--- src/design/wbl_pkg.sv ---
// Shared widths, operation codes and item types for the wide bit-vector unit.
package wbl_pkg;

  localparam int unsigned VEC_W    = 128;
  localparam int unsigned HALF_W   = 64;
  localparam int unsigned KIND_W   = 4;
  localparam int unsigned SHIFT_W  = 8;
  localparam int unsigned SH_IDX_W = $clog2(VEC_W);
  localparam int unsigned CNT_W    = 8;

  typedef enum logic [KIND_W-1:0] {
    KIND_AND   = 4'd0,
    KIND_OR    = 4'd1,
    KIND_XOR   = 4'd2,
    KIND_NOT   = 4'd3,
    KIND_SHL   = 4'd4,
    KIND_SHR   = 4'd5,
    KIND_POP   = 4'd6,
    KIND_COVER = 4'd7,
    KIND_IDENT = 4'd8,
    KIND_EQ    = 4'd9,
    KIND_NE    = 4'd10,
    KIND_LT    = 4'd11,
    KIND_LE    = 4'd12,
    KIND_GT    = 4'd13,
    KIND_GE    = 4'd14
  } kind_t;

  typedef struct packed {
    logic [KIND_W-1:0]  kind;
    logic [HALF_W-1:0]  a_high;
    logic [HALF_W-1:0]  a_low;
    logic [HALF_W-1:0]  b_high;
    logic [HALF_W-1:0]  b_low;
    logic [SHIFT_W-1:0] shift_amount;
  } item_t;

  typedef struct packed {
    logic [HALF_W-1:0] result_high;
    logic [HALF_W-1:0] result_low;
    logic [CNT_W-1:0]  ones_in_a;
    logic              test_flag;
  } result_t;

endpackage

--- src/design/wbl_if.sv ---
// Valid/ready channel interfaces for command and result beats.
interface wbl_cmd_if import wbl_pkg::*; ();
  logic               valid;
  logic               ready;
  logic [KIND_W-1:0]  kind;
  logic [HALF_W-1:0]  a_high;
  logic [HALF_W-1:0]  a_low;
  logic [HALF_W-1:0]  b_high;
  logic [HALF_W-1:0]  b_low;
  logic [SHIFT_W-1:0] shift_amount;

  modport source (output valid, kind, a_high, a_low, b_high, b_low, shift_amount,
                  input ready);
  modport sink (input valid, kind, a_high, a_low, b_high, b_low, shift_amount,
                output ready);
endinterface

interface wbl_res_if import wbl_pkg::*; ();
  logic              valid;
  logic              ready;
  logic [HALF_W-1:0] result_high;
  logic [HALF_W-1:0] result_low;
  logic [CNT_W-1:0]  ones_in_a;
  logic              test_flag;

  modport source (output valid, result_high, result_low, ones_in_a, test_flag,
                  input ready);
  modport sink (input valid, result_high, result_low, ones_in_a, test_flag,
                output ready);
endinterface

--- src/design/wbl_core.sv ---
// Combinational datapath: logic ops, shifts, population counts and tests.
module wbl_core import wbl_pkg::*; (
  input  item_t   item,
  output result_t res
);

  // Byte counts, then an adder tree.
  function automatic logic [CNT_W-1:0] ones128(input logic [VEC_W-1:0] v);
    logic [3:0] byte_cnt [16];
    logic [4:0] l1 [8];
    logic [5:0] l2 [4];
    logic [6:0] l3 [2];
    for (int b = 0; b < 16; b++) begin
      byte_cnt[b] = '0;
      for (int i = 0; i < 8; i++) begin
        byte_cnt[b] = byte_cnt[b] + 4'(v[8*b+i]);
      end
    end
    for (int i = 0; i < 8; i++) l1[i] = 5'(byte_cnt[2*i]) + 5'(byte_cnt[2*i+1]);
    for (int i = 0; i < 4; i++) l2[i] = 6'(l1[2*i]) + 6'(l1[2*i+1]);
    for (int i = 0; i < 2; i++) l3[i] = 7'(l2[2*i]) + 7'(l2[2*i+1]);
    return CNT_W'(l3[0]) + CNT_W'(l3[1]);
  endfunction

  logic [VEC_W-1:0]    a_vec;
  logic [VEC_W-1:0]    b_vec;
  logic [VEC_W-1:0]    shl_vec;
  logic [VEC_W-1:0]    shr_vec;
  logic [VEC_W-1:0]    r_vec;
  logic [CNT_W-1:0]    cnt_a;
  logic [CNT_W-1:0]    cnt_b;
  logic [SH_IDX_W-1:0] sh_idx;
  logic                sh_clear;
  logic                flag;

  assign a_vec    = {item.a_high, item.a_low};
  assign b_vec    = {item.b_high, item.b_low};
  assign cnt_a    = ones128(a_vec);
  assign cnt_b    = ones128(b_vec);
  assign sh_idx   = item.shift_amount[SH_IDX_W-1:0];
  // Any distance at or beyond the vector width clears the result.
  assign sh_clear = |item.shift_amount[SHIFT_W-1:SH_IDX_W];
  assign shl_vec  = sh_clear ? '0 : (a_vec << sh_idx);
  assign shr_vec  = sh_clear ? '0 : (a_vec >> sh_idx);

  always_comb begin
    r_vec = '0;
    flag  = 1'b0;
    unique case (kind_t'(item.kind))
      KIND_AND:   r_vec = a_vec & b_vec;
      KIND_OR:    r_vec = a_vec | b_vec;
      KIND_XOR:   r_vec = a_vec ^ b_vec;
      KIND_NOT:   r_vec = ~a_vec;
      KIND_SHL:   r_vec = shl_vec;
      KIND_SHR:   r_vec = shr_vec;
      KIND_POP:   r_vec = '0;
      KIND_COVER: flag  = ((a_vec & b_vec) == b_vec);
      KIND_IDENT: flag  = (a_vec == b_vec);
      KIND_EQ:    flag  = (cnt_a == cnt_b);
      KIND_NE:    flag  = (cnt_a != cnt_b);
      KIND_LT:    flag  = (cnt_a < cnt_b);
      KIND_LE:    flag  = (cnt_a <= cnt_b);
      KIND_GT:    flag  = (cnt_a > cnt_b);
      KIND_GE:    flag  = (cnt_a >= cnt_b);
      default: begin
        r_vec = '0;
        flag  = 1'b0;
      end
    endcase
  end

  assign res.result_high = r_vec[VEC_W-1:HALF_W];
  assign res.result_low  = r_vec[HALF_W-1:0];
  assign res.ones_in_a   = cnt_a;
  assign res.test_flag   = flag;

endmodule

--- src/design/wide_bitvector_logic_unit.sv ---
// An accepted command beat goes to the input register, then the result register.
// One item per cycle while results are taken; input register, datapath, result register.
// While a result waits, the input stage takes a beat only if it is empty.
// Reset clears the two stage valid bits only; payload registers are not reset.
// Top level of the 128-bit bit-vector logic, shift and population count unit.
module wide_bitvector_logic_unit import wbl_pkg::*; (
  input logic       clk,
  input logic       rst,
  wbl_cmd_if.sink   cmd,
  wbl_res_if.source res
);

  logic    s1_valid;
  item_t   s1_item;
  result_t core_res;
  logic    out_valid;
  result_t out_data;
  logic    out_free;
  logic    s1_free;

  assign out_free  = !out_valid || res.ready;
  assign s1_free   = !s1_valid || out_free;
  assign cmd.ready = s1_free;

  always_ff @(posedge clk) begin
    if (rst) begin
      s1_valid <= 1'b0;
    end else if (s1_free) begin
      s1_valid <= cmd.valid;
    end
    if (s1_free && cmd.valid) begin
      s1_item <= '{kind: cmd.kind, a_high: cmd.a_high, a_low: cmd.a_low,
                   b_high: cmd.b_high, b_low: cmd.b_low,
                   shift_amount: cmd.shift_amount};
    end
  end

  wbl_core u_core (
    .item (s1_item),
    .res  (core_res)
  );

  always_ff @(posedge clk) begin
    if (rst) begin
      out_valid <= 1'b0;
    end else if (out_free) begin
      out_valid <= s1_valid;
    end
    if (out_free && s1_valid) begin
      out_data <= core_res;
    end
  end

  assign res.valid       = out_valid;
  assign res.result_high = out_data.result_high;
  assign res.result_low  = out_data.result_low;
  assign res.ones_in_a   = out_data.ones_in_a;
  assign res.test_flag   = out_data.test_flag;

  a_reset_clears: assert property (@(posedge clk) rst |=> !s1_valid && !out_valid)
    else $error("stage valid bits not cleared by reset");

  a_stage_moves: assert property (@(posedge clk) disable iff (rst)
    s1_valid && out_free |=> out_valid)
    else $error("staged item lost on its way to the result register");

  a_flag_no_vector: assert property (@(posedge clk) disable iff (rst)
    out_valid && out_data.test_flag |-> out_data.result_high == '0 &&
    out_data.result_low == '0)
    else $error("test flag set alongside a vector result");

  a_count_range: assert property (@(posedge clk) disable iff (rst)
    out_valid |-> out_data.ones_in_a <= CNT_W'(VEC_W))
    else $error("population count out of range");

endmodule
--- src/flat_wrapper.sv ---
// flat-port wrapper written by rule: the top's interface ports become plain ports
module wide_bitvector_logic_unit_flat import wbl_pkg::*;
  (clk, rst, cmd_valid, cmd_kind, cmd_a_high, cmd_a_low, cmd_b_high, cmd_b_low, cmd_shift_amount, cmd_ready, res_valid, res_result_high, res_result_low, res_ones_in_a, res_test_flag, res_ready);
  wbl_cmd_if cmd_i ();
  wbl_res_if res_i ();
  input logic clk;
  input logic rst;
  input wire logic [$bits(cmd_i.valid)-1:0] cmd_valid;
  input wire logic [$bits(cmd_i.kind)-1:0] cmd_kind;
  input wire logic [$bits(cmd_i.a_high)-1:0] cmd_a_high;
  input wire logic [$bits(cmd_i.a_low)-1:0] cmd_a_low;
  input wire logic [$bits(cmd_i.b_high)-1:0] cmd_b_high;
  input wire logic [$bits(cmd_i.b_low)-1:0] cmd_b_low;
  input wire logic [$bits(cmd_i.shift_amount)-1:0] cmd_shift_amount;
  output wire logic [$bits(cmd_i.ready)-1:0] cmd_ready;
  output wire logic [$bits(res_i.valid)-1:0] res_valid;
  output wire logic [$bits(res_i.result_high)-1:0] res_result_high;
  output wire logic [$bits(res_i.result_low)-1:0] res_result_low;
  output wire logic [$bits(res_i.ones_in_a)-1:0] res_ones_in_a;
  output wire logic [$bits(res_i.test_flag)-1:0] res_test_flag;
  input wire logic [$bits(res_i.ready)-1:0] res_ready;
  assign cmd_i.valid = cmd_valid;
  assign cmd_i.kind = cmd_kind;
  assign cmd_i.a_high = cmd_a_high;
  assign cmd_i.a_low = cmd_a_low;
  assign cmd_i.b_high = cmd_b_high;
  assign cmd_i.b_low = cmd_b_low;
  assign cmd_i.shift_amount = cmd_shift_amount;
  assign cmd_ready = cmd_i.ready;
  assign res_valid = res_i.valid;
  assign res_result_high = res_i.result_high;
  assign res_result_low = res_i.result_low;
  assign res_ones_in_a = res_i.ones_in_a;
  assign res_test_flag = res_i.test_flag;
  assign res_i.ready = res_ready;
  wide_bitvector_logic_unit u_core (.clk(clk), .rst(rst), .cmd(cmd_i), .res(res_i));
endmodule
--- config.mk ---
export PLATFORM = sky130hd
export DESIGN_NAME = wide_bitvector_logic_unit_flat
export DESIGN_NICKNAME = d
export VERILOG_FILES = /design/src/design/wbl_pkg.sv /design/src/design/wbl_if.sv /design/src/design/wbl_core.sv /design/src/design/wide_bitvector_logic_unit.sv /design/src/flat_wrapper.sv
export SDC_FILE = /design/constraint.sdc
export NUM_CORES = 2
export LEC_CHECK = 0
export BUFFER_PORTS_ARGS = -buffer_cell sky130_fd_sc_hd__buf_2
export CORE_MARGIN = 8
export CORE_UTILIZATION = 40
export DETAILED_ROUTE_END_ITERATION = 10
export REMOVE_ABC_BUFFERS = 1
export SYNTH_ARGS = -nofsm -noshare
export SYNTH_HDL_FRONTEND = slang
export SYNTH_SLANG_ARGS = --single-unit
--- constraint.sdc ---
create_clock -name clk -period 23.7 [get_ports clk]
set_input_delay 2.37 -clock clk [delete_from_list [all_inputs] [get_ports clk]]
set_output_delay 2.37 -clock clk [all_outputs]
set_load 0.03 [all_outputs]
==> flow_summary.yaml <==
sta:
  rsz0062_at_grt: "no"
  fmax_mhz: 107
  min_period_over_period: 0.395
  clock_skew_ns: 0.0749
  tightest_slew_ns: 1.66
  slew_viol_final: 7
  tns_ns: 0
  min_period_ns: 9.37
  final_hold_viol_count: 0
  relSlewSlack: -0.108
  finalSetupViolations: 0
logic_synthesis:
  synth.area.top_cells: "edfxtp_1 24%, mux4_2 12%, fa_1 9.2%, ha_1 7.9%, mux2i_1 5.4%"
  avgSynthCellArea_um2: 9.91
  netlist_instances: 5044
  ys_types: 93
  yosysTopAreaCell: "edfxtp_1"
  synth_ff_type: "edfxtp_1"
  ys_seq_elements: 407
  synth_top_cell_area_share: 0.243
  yosys_warnings: 0
  synth_enable_flop_cells: 405
  netlist_area_um2: 50000
  synth-seq-area-share: 0.244
  synthArstFlopShare: 0
worst_setup_path:
  crit_top_cell: "fa_1"
  critPathBufInv: 7
  cpMaxStageDelayCell: "edfxtp_1"
  worstSetupPathType: "reg -> reg"
  worstPathArrival_ns: 9.74
  worstPathRequired_ns: 24.07
  path_max_fanout: 12
  critical-path-top-delay-family: "adder cells"
  crit_path_max_incr_delay_ns: 0.65
  worstSetupEndpointType: "flop"
  critPathLaunchType: "flop"
die:
  die_h_um: 369
  die_w_um: 369
  die_area_um2: 136000
  start_util: 0.404
  ioPinCount: 411
  std_cell_rows: 129
  core_um2: 124000
global_routing:
  grt.total_usage: 0.477
  antenna_found_initial: 55
  grt-ovfl-total: 0
  grt_max_degree: 132
  grt_pass1_vias: 46800
  grt_pass1_wl_mm: 441
layout:
  final_layout_size_suffix_gt1_frac: 0.226
  area_delta_synth_final_pct: 11.2
  nNetsFinal: 6064
  nFillCells: 11900
  fin_util: 0.449
clocking:
  cts.sinks: 407
  cts-root-buf: "clkbuf_16"
  cts_tree: "done"
  cts_resized: 0
  insertion_delay_ns: 0.70
  clk_pin_slew_ns: 0.06
  cts_setup_buffers: 0
  numCtsBuffers: 49
  cts_buffer_depth: 3
  cts_hold_buf: 0
  htree_levels: 2
placement:
  io_buffers: 410
  hpwl_mm: 268
  gp_congestion: 1.14
routing:
  wl_per_cell_um: 48.8
  vias: 50600
  drcViolationCount: 0
  drtPass1Iterations: 10
  wirelength_mm: 339
  first_iter_violations: 9306
  detail-route-antenna-nets: 0
  avgViaCountPerCell: 7.29
job:
  drv_cap: 0
run_status:
  status: "finished, violations left"
  violations: "max-slew violations"
min_path:
  hold_class: "reg -> reg"
## final timing paths
kind / from / to / slack [ns] / cells after the start
setup / recovery: u_core.s1_item[175] / u_core.res.test_flag / 14.33 / 31
hold / removal: u_core.s1_valid / u_core.res.valid / 0.51 / 2
setup reg to reg: u_core.s1_item[175] / u_core.res.test_flag / 14.33 / 31
hold reg to reg: u_core.s1_valid / u_core.res.valid / 0.51 / 2
## Yosys cell counts (all sizes together) (61+ instances only)
cell      n
ha      314
a221oi  118
buf     185
clkbuf  299
edfxtp  405
mux4    271
fa      230
inv     510
o22ai   225
nor2    389
a22oi    68
a211oi   71
o21ai   185
nand2   352
mux2i   271
xnor2    61
mux2    172
a22o    100
a21oi   208
or3      69
## per-stage QoR
step           std cells  hold slack (ns)  setup WS (ns)  instance area, um2
2_1_floorplan       4560            0.478           9.89               47700
3_3_place_gp        6833            0.510          14.56               53800
3_5_place_dp        6833            0.511          14.44               53800
4_1_cts             6924            0.517          14.39               55500
5_1_grt             6930            0.546          14.01               55500
6_report            6946            0.514          14.33               55600
## layout make-up
| class | count | area [um2] | area share |
|---|---|---|---|
| Clock inverter | 32 | 394 | 0.00709 |
| Sequential cell | 407 | 12200 | 0.220 |
| Clock buffer | 59 | 1280 | 0.0231 |
| Tap cell | 1637 | 2050 | 0.0369 |
| Timing Repair Buffer | 637 | 3860 | 0.0694 |
| Multi-Input combinational cell | 3642 | 33800 | 0.608 |
| Antenna cell | 21 | 52.6 | 0.000946 |
| Inverter | 511 | 1930 | 0.0348 |
## metal layers
metal | routed length [um] | vias to the layer above | track usage
met5 | 313 | - | 0.00712
met4 | 29100 | 46 | 0.320
met3 | 50400 | 1051 | 0.214
met2 | 135000 | 4612 | 0.659
met1 | 124000 | 25700 | 0.593
li1 | - | 19200 | -
## flip-flops by register name, summed over array words and instances, names as in the netlist
| name | flops |
|---|---|
| u_core.res.ones_in_a | 8 |
| u_core.res.result_high | 64 |
| u_core.res.result_low | 64 |
| u_core.res.test_flag | 1 |
| u_core.res.valid | 1 |
| u_core.s1_item | 268 |
| u_core.s1_valid | 1 |
## tightest hold or removal path, stage by stage, from the launching register on
cell and delay, ns:
dfxtp_1 0.33, nor2_1 0.10, nor2_1 0.04
## layout by cell type (no fill, tap or decap), types with 18 or more instances in the layout
master / Yosys / final
inv_1: 507 / 506
buf_2: 85 / 410
edfxtp_1: 405 / 405
nor2_1: 389 / 377
nand2_1: 352 / 344
ha_1: 314 / 314
mux4_2: 271 / 271
mux2i_1: 269 / 268
fa_1: 230 / 230
o22ai_1: 225 / 224
buf_4: 28 / 219
a21oi_1: 208 / 208
o21ai_0: 131 / 126
mux2_2: 125 / 125
a22o_1: 100 / 100
a221oi_1: 112 / 99
or3_1: 69 / 69
a211oi_1: 70 / 68
a22oi_1: 67 / 67
xnor2_1: 61 / 61
o21ai_1: 52 / 57
o221ai_1: 55 / 55
nand3_1: 54 / 53
clkbuf_16: 0 / 50
o211ai_1: 46 / 46
mux2_1: 36 / 36
nor3_1: 34 / 34
a21o_1: 31 / 31
o22a_1: 22 / 22
xor2_1: 22 / 22
diode_2: 0 / 21
a221oi_2: 6 / 19
nand4_1: 18 / 18
## logic make-up (layout without fill, tap and decap cells)
| kind of cell | after synthesis | in the layout | synth area share |
|---|---|---|---|
| DFF | 407 | 407 | 0.244 |
| adders and majority gates | 544 | 544 | 0.171 |
| xor gates and xnor gates | 83 | 83 | 0.0145 |
| muxes | 714 | 714 | 0.217 |
| other | 0 | 21 | 0 |
| buffers and inverters | 995 | 1239 | 0.0843 |
| and+or+nand+nor | 1004 | 1004 | 0.0873 |
| AOI/OAI and AO/OA | 1297 | 1297 | 0.182 |
Power is not shown: default switching activity piles up to over one toggle a cycle in this logic, so the estimate is an artifact.
